==> config.mk <==
export PLATFORM = sky130hd
export DESIGN_NAME = rps_div
export DESIGN_NICKNAME = d
export VERILOG_FILES = /design/src/rtl/rps_pkg.sv /design/src/rtl/rps_div.sv
export SDC_FILE = /design/constraint.sdc
export NUM_CORES = 1
export LEC_CHECK = 0
export BUFFER_PORTS_ARGS = -buffer_cell sky130_fd_sc_hd__buf_2
export CAP_MARGIN = 40
export CORE_UTILIZATION = 42
export CTS_BUF_LIST = sky130_fd_sc_hd__clkbuf_8
export CTS_CLUSTER_SIZE = 16
export DETAILED_ROUTE_END_ITERATION = 8
export PLACE_DENSITY_LB_ADDON = 0.3
export RECOVER_POWER = 100
export SLEW_MARGIN = 20
export SYNTH_ARGS = -nofsm -noshare
export SYNTH_HDL_FRONTEND = slang
export SYNTH_SLANG_ARGS = --single-unit
==> constraint.sdc <==
create_clock -name clk -period 2.3 [get_ports clk]
set_input_delay 0.115 -clock clk [delete_from_list [all_inputs] [get_ports clk]]
set_output_delay 0.115 -clock clk [all_outputs]
set_load 0.1 [all_outputs]
==> src/rtl/rps_pkg.sv <==
`default_nettype none
package rps_pkg;

    // default sizing of the value table
    localparam int CAPACITY_DEF   = 8192;
    localparam int VALUE_BITS_DEF = 16;

    // fixed field widths
    localparam int RAND_BITS  = 31;
    localparam int DIV_CNT_W  = $clog2(RAND_BITS);
    localparam int CFG_IDX_W  = 2;
    localparam int CFG_DATA_W = 16;
    localparam int CFG_VAL_W  = 16;
    localparam int COPY_W     = 4;
    localparam int SPAN_W     = CFG_VAL_W + 1;
    localparam int TOTAL_W    = SPAN_W + COPY_W;
    localparam int OUT_VAL_W  = 16;
    localparam int OUT_POS_W  = 13;

    // configuration register indexes
    localparam logic [CFG_IDX_W-1:0] CFG_FIRST_VALUE  = 2'd0;
    localparam logic [CFG_IDX_W-1:0] CFG_LAST_VALUE   = 2'd1;
    localparam logic [CFG_IDX_W-1:0] CFG_EXTRA_COPIES = 2'd2;

    // configuration reset values
    localparam logic [CFG_VAL_W-1:0] FIRST_RESET  = 16'd1;
    localparam logic [CFG_VAL_W-1:0] LAST_RESET   = 16'd5000;
    localparam logic [COPY_W-1:0]    COPIES_RESET = 4'd0;

    // sequencer states
    typedef enum logic [2:0] {
        ST_IDLE,
        ST_SETUP,
        ST_FILL,
        ST_DIV_START,
        ST_DIV_WAIT,
        ST_WR_POS,
        ST_WR_OTH,
        ST_EMIT
    } state_t;

endpackage
`default_nettype wire

==> src/rtl/rps_div.sv <==
`default_nettype none
module rps_div #(
    parameter int DIVISOR_W = 14
) (
    input  wire logic                          clk,
    input  wire logic                          rst_n,
    input  wire logic                          start,
    input  wire logic [rps_pkg::RAND_BITS-1:0] dividend,
    input  wire logic [DIVISOR_W-1:0]          divisor,
    output logic                               done,
    output logic      [DIVISOR_W-1:0]          remainder
);

    import rps_pkg::*;

    logic                  busy_reg, busy_next;
    logic                  done_reg, done_next;
    logic [DIV_CNT_W-1:0]  cnt_reg, cnt_next;
    logic [RAND_BITS-1:0]  dvd_reg, dvd_next;
    logic [DIVISOR_W-1:0]  dsr_reg, dsr_next;
    logic [DIVISOR_W-1:0]  rem_reg, rem_next;

    logic [DIVISOR_W:0]    shifted;
    logic [DIVISOR_W:0]    diff;
    logic                  fits;
    logic [DIVISOR_W-1:0]  rem_step;

    // one restoring step: shift in the next dividend bit, subtract if it fits
    always_comb
    begin
        shifted  = {rem_reg, dvd_reg[RAND_BITS-1]};
        diff     = shifted - {1'b0, dsr_reg};
        fits     = shifted >= {1'b0, dsr_reg};
        rem_step = fits ? diff[DIVISOR_W-1:0] : shifted[DIVISOR_W-1:0];
    end

    // step sequencing
    always_comb
    begin
        busy_next = busy_reg;
        done_next = 1'b0;
        cnt_next  = cnt_reg;
        dvd_next  = dvd_reg;
        dsr_next  = dsr_reg;
        rem_next  = rem_reg;
        if (start)
        begin
            busy_next = 1'b1;
            cnt_next  = '0;
            dvd_next  = dividend;
            dsr_next  = divisor;
            rem_next  = '0;
        end
        else if (busy_reg)
        begin
            rem_next = rem_step;
            dvd_next = {dvd_reg[RAND_BITS-2:0], 1'b0};
            cnt_next = cnt_reg + DIV_CNT_W'(1);
            if (cnt_reg == DIV_CNT_W'(RAND_BITS - 1))
            begin
                busy_next = 1'b0;
                done_next = 1'b1;
            end
        end
    end

    // control registers
    always_ff @(posedge clk or negedge rst_n)
    begin
        if (!rst_n)
        begin
            busy_reg <= 1'b0;
            done_reg <= 1'b0;
            cnt_reg  <= '0;
        end
        else
        begin
            busy_reg <= busy_next;
            done_reg <= done_next;
            cnt_reg  <= cnt_next;
        end
    end

    // datapath registers
    always_ff @(posedge clk)
    begin
        dvd_reg <= dvd_next;
        dsr_reg <= dsr_next;
        rem_reg <= rem_next;
    end

    assign done      = done_reg;
    assign remainder = rem_reg;

endmodule
`default_nettype wire

## After elaboration in Yosys (flattened, before gate mapping)

Index checks and enable logic that the tools add are counted.

- Add/sub/neg operators: 2
- Magnitude comparators: 1
- Eq/ne operators: 1
- Multiplexer cells: 11
- Reduce and logical (&&, ||, !) cells: 1

Operator list:

| kind | count |
|---|---|
| 31-bit two-way mux | 2 |
| 15-bit by 14-bit greater-or-equal comparator with 1-bit output | 1 |
| 14-bit two-way mux | 1 |
| 14-bit subtractor | 1 |
| 5-bit two-way mux | 2 |
| 1-bit two-way mux | 6 |
| 5-bit by 1-bit adder with 5-bit output (second input constant) | 1 |
| 5-bit == test (second input constant) | 1 |
| 2-bit nonzero test | 1 |

- Bits in registers: 66
- Bits of input ports: 48
- Output and inout port bits: 15
- Logic and storage cells: 22

## Longest topological paths before layout

- Depth after elaboration: 4
- Mapped depth: 10

## Least setup slack after synthesis

No wires, ideal clock.

- Path kind: register to register
- Start: register rem_reg[7], in the netlist remainder[7]
- End: register rem_reg[0], in the netlist remainder[0]
- Data arrival time: 2.965 ns
- Slack: -0.751 ns
- Cell stages (with the launch flop): 9
- Path through: dfxtp_1 ha_1 buf_6 a21o_1 and3_4 a2111oi_4 o31a_4 mux2_1 a211oi_1

- Longest elaborated chain between the ends: 2

RTL lines:

| element | line | source |
|---|---|---|
| start, declared | rps_div.sv:21 | `logic [DIVISOR_W-1:0] rem_reg, rem_next;` |
| start signal, assigned | rps_div.sv:89 | `rem_reg <= rem_next;` |
| 15-bit by 14-bit greater-or-equal comparator with 1-bit output | rps_div.sv:33 | `fits = shifted >= {1'b0, dsr_reg};` |
| 14-bit two-way mux | rps_div.sv:34 | `rem_step = fits ? diff[DIVISOR_W-1:0] : shifted[DIVISOR_W-1:0];` |

No other way between the ends.
A chain may end at the register's enable or synchronous reset.

## Worst setup path in the final report

- Start: register dvd_reg[30]
- End: register rem_reg[12], in the netlist remainder[12]

- Longest elaborated chain between the ends: 2
- Elaborated cells between the ends (all ways): 3
- Classes of those cells: add/sub: 1; order compare: 1; mux: 1

RTL lines:

| element | line | source |
|---|---|---|
| start, declared | rps_div.sv:19 | `logic [RAND_BITS-1:0] dvd_reg, dvd_next;` |
| start signal, assigned | rps_div.sv:87 | `dvd_reg <= dvd_next;` |
| 14-bit subtractor / 15-bit by 14-bit greater-or-equal comparator with 1-bit output (equally long branches) | rps_div.sv:32, rps_div.sv:33 |  |
| 14-bit two-way mux (*) | rps_div.sv:34 |  |

Mark *: on every way between the ends. The rest lies on a longest branch, timed or not.

==> reports/metrics.cfg <==
[status]
outcome=complete, but fails checks
violations=setup timing

[route]
drt_wl_total_um=7960
vias=2665
drc=0
wl_per_cell_um=15.5
initialDrtViolationCount=80
dr.pass1.iters=4
via_per_inst=5.21
postRouteAntennaNets=0

[clock_network]
tritoncts=done
clkLatencyLatePin_ns=0.35
numCtsBuffers=9
cts_root_buffer=clkbuf_8
clk_pin_slew_ns=0.08
cts.sink_count=66
h-tree-depth=3
cts.path.max_buffers=2

[final_layout]
layout-drive-gt1-share_pct=44.5
antenna_cells=0
design_area_sq_mm=0.00465
final_core_util_pct=56.9
area_growth_pct=32.1
nets=467
largest_register_ffs=31

[timing]
fin_ws_ns=-0.0463
fin_crit_ns=2.35
rsz0062_at_grt=true
drv_slew=0
clock.fmax_mhz=426
slew-limit-headroom_pct=17.4
fin_setup_tns_ns=-0.0797
skew_ns=0.00738
hold_viol_final=0
final.period_utilization_pct=102
worst_pin_slew_ns=1.24
setup_viol_count_final=2

[grt]
grt_max_degree=47
antenna_found_initial=0
grt-ovfl-total=0
grt_pass1_wl_um=13100
grt_pass1_vias=2764
grtUsageTotal_pct=20.0

[worst_setup_path]
r2r-end=remainder[12]$_SDFFE_PP0P_
cp_top_family=compound AO/OA/AOI/OAI gates
crit_path_start=dvd_reg[30]$_DFFE_PP_
path_common_cell=inv_2
worstSetupPathType=reg2reg
slowest_delay_ns=0.38
r2r_start=dvd_reg[30]$_DFFE_PP_
crit_chain=inv_2, ha_4, inv_2, fa_2, a21o_1, a221o_1, a311o_1, a21oi_2, xnor2_1, a31o_2
critPathRequiredTime_ns=2.54
arrival_ns=2.59
crit_path_start_kind=flop
crit_fanout=3
cp_slowest_cell=edfxtp_1
ff2ff_path_depth=10
end_kind=flop
reg2reg_slack_ns=-0.05
timing.critical_path.buf_inv=2

[place]
pre_cts_slack_ns=-0.215
portBuffers=62
postPlaceCellArea_sq_mm=0.00421
gp_congestion=0.844
hpwl_um=5500

[synthesis]
postSynthRegisterBits=66
synth_flop_cell=edfxtp_1
yosysUniqueCellTypes=52
avgSynthCellArea_sq_um=11.9
syn_inst=297
ys_warn_count=0
synth_edf_count=45
synth_area_sq_mm=0.00352
syn-num-nets=362
async_flop_share_pct=10.6
ys_seq_area_share_pct=51.3

[die]
die_area_sq_mm=0.00876
ioPinCount=63
die_h_um=93.6
die_w_um=93.6
fp-row-count=33
initial_utilization_pct=43.1
core_sq_mm=0.00818

[pwr]
p_sw_share_pct=42.8
power.density_mw_per_mm2=1100
combinationalPowerShare_pct=50.9
p_leak_nw=1.95
totalPowerFinal_mw=5.10
seq_power_share_pct=32.5
p_sw_mw=2.19
irDropWorstVdd_mv=0.608
clkPwrFrac_pct=16.6
p_int_mw=2.92

[worst_hold_path]
min_path_type=in2reg
whs_endpoint=dvd_reg[0]$_SDFFCE_PN0P_
hold-path-cell-count=2
worstHoldStart=dividend[0]

[job]
cap_violations=0

==> per-layer routing <==
layer	GRT usage [%]	part of all wire (%)	up-vias
li1	-	-	1312
met1	25.9	47	1285
met2	32.1	47	58
met3	4.80	4.7	10
met4	7.82	1.6	0
met5	0	0	-
==> Yosys cell counts (4+ instances only) <==
| master | instances | area [sq um] |
|---|---|---|
| nand3_1 | 9 | 45.0 |
| a21oi_1 | 11 | 55.1 |
| inv_1 | 20 | 75.1 |
| dfxtp_1 | 14 | 280 |
| nand2_1 | 26 | 97.6 |
| ha_1 | 16 | 200 |
| nand4_1 | 5 | 31.3 |
| mux2_2 | 30 | 338 |
| a311oi_2 | 5 | 75.1 |
| buf_2 | 5 | 25.0 |
| clkbuf_1 | 7 | 26.3 |
| nor3b_1 | 5 | 37.5 |
| a21o_1 | 4 | 30.0 |
| xnor2_1 | 7 | 61.3 |
| edfxtp_1 | 45 | 1350 |
| xor2_1 | 7 | 61.3 |
| dfrtp_1 | 7 | 175 |
| nor2_1 | 16 | 60.1 |
==> worst max-delay path by stage <==
stage               cells after the start                         end
floorplan                               8   remainder[0]$_SDFFE_PP0P_
global placement                       10  remainder[12]$_SDFFE_PP0P_
detailed placement                     10  remainder[12]$_SDFFE_PP0P_
CTS                                    10  remainder[12]$_SDFFE_PP0P_
global route                           10  remainder[12]$_SDFFE_PP0P_
finish                                 10  remainder[12]$_SDFFE_PP0P_
==> cells by family (layout without fill, tap and decap cells) <==
| family | Yosys count | count (layout) | synth area share, % |
|---|---|---|---|
| adders and majority gates | 17 | 17 | 6.25 |
| xor gates and xnor gates | 14 | 14 | 3.48 |
| DFF | 66 | 66 | 51.3 |
| muxes | 33 | 33 | 10.5 |
| AOI/OAI and AO/OA | 52 | 52 | 12.9 |
| and+or+nand+nor | 78 | 78 | 10.9 |
| buffers and inverters | 37 | 147 | 4.65 |
==> power groups by stage <==
stage	logic, mW	registers (mW)	clock network (mW)
6_report	2.60	1.66	0.848
5_1_grt	2.79	1.68	0.920
4_1_cts	2.49	1.64	0.870
3_5_place_dp	2.40	1.66	0
3_3_place_gp	2.37	1.65	0
2_1_floorplan	1.15	2.29	0
==> what timing repair did <==
item,CTS,global route
buffers inserted,4,1
endpoints found under the setup margin,8,12
gates resized for setup,8,21
hold endpoints to repair,21,0
pin swaps,9,20
hold buffers,15,0
==> cell type report <==
| cell class | instances | area (sq um) |
|---|---|---|
| Inverter | 20 | 75.1 |
| Tap cell | 105 | 131 |
| Fill cell | 735 | 3520 |
| Sequential cell | 66 | 1850 |
| Clock buffer | 9 | 124 |
| Timing Repair Buffer | 111 | 711 |
| Clock inverter | 7 | 38.8 |
| Multi-Input combinational cell | 194 | 1720 |
==> metrics by stage <==
stage | hold WS [ns] | std cells
2_1_floorplan | -0.181 | 297
3_3_place_gp | -0.0425 | 476
3_5_place_dp | -0.0445 | 476
4_1_cts | 0.0402 | 511
5_1_grt | 0.0324 | 512
6_report | 0.0538 | 512
==> worst reg2reg max path, cell delays in order, from the launching register on <==
cell and delay (ns):
edfxtp_1 0.38, inv_2 0.09, ha_4 0.13, inv_2 0.03, fa_2 0.33, a21o_1 0.17
a221o_1 0.36, a311o_1 0.30, a21oi_2 0.14, xnor2_1 0.07, a31o_2 0.23
==> placed cells by master, fill, tap and decap left out, types with 3 or more instances in the layout <==
| master | synthesis | routed |
|---|---|---|
| a21o_1 | 4 | 4 |
| a21oi_1 | 11 | 7 |
| a21oi_2 | 0 | 4 |
| a311oi_2 | 5 | 6 |
| a31o_2 | 3 | 3 |
| a41o_1 | 3 | 3 |
| buf_2 | 5 | 44 |
| buf_4 | 0 | 29 |
| clkbuf_1 | 7 | 18 |
| clkbuf_8 | 0 | 9 |
| clkinv_2 | 0 | 3 |
| dfrtp_1 | 7 | 7 |
| dfxtp_4 | 0 | 11 |
| dlygate4sd3_1 | 0 | 15 |
| edfxtp_1 | 45 | 45 |
| ha_1 | 16 | 7 |
| ha_4 | 0 | 8 |
| inv_1 | 20 | 16 |
| inv_2 | 0 | 6 |
| mux2_2 | 30 | 28 |
| nand2_1 | 26 | 19 |
| nand2_2 | 0 | 6 |
| nand2b_1 | 3 | 3 |
| nand3_1 | 9 | 9 |
| nand4_1 | 5 | 5 |
| nor2_1 | 16 | 16 |
| nor3b_1 | 5 | 5 |
| o2111ai_1 | 3 | 3 |
| o211ai_1 | 3 | 3 |
| xnor2_1 | 7 | 7 |
| xor2_1 | 7 | 7 |
Power figures use the tool's default switching activity.
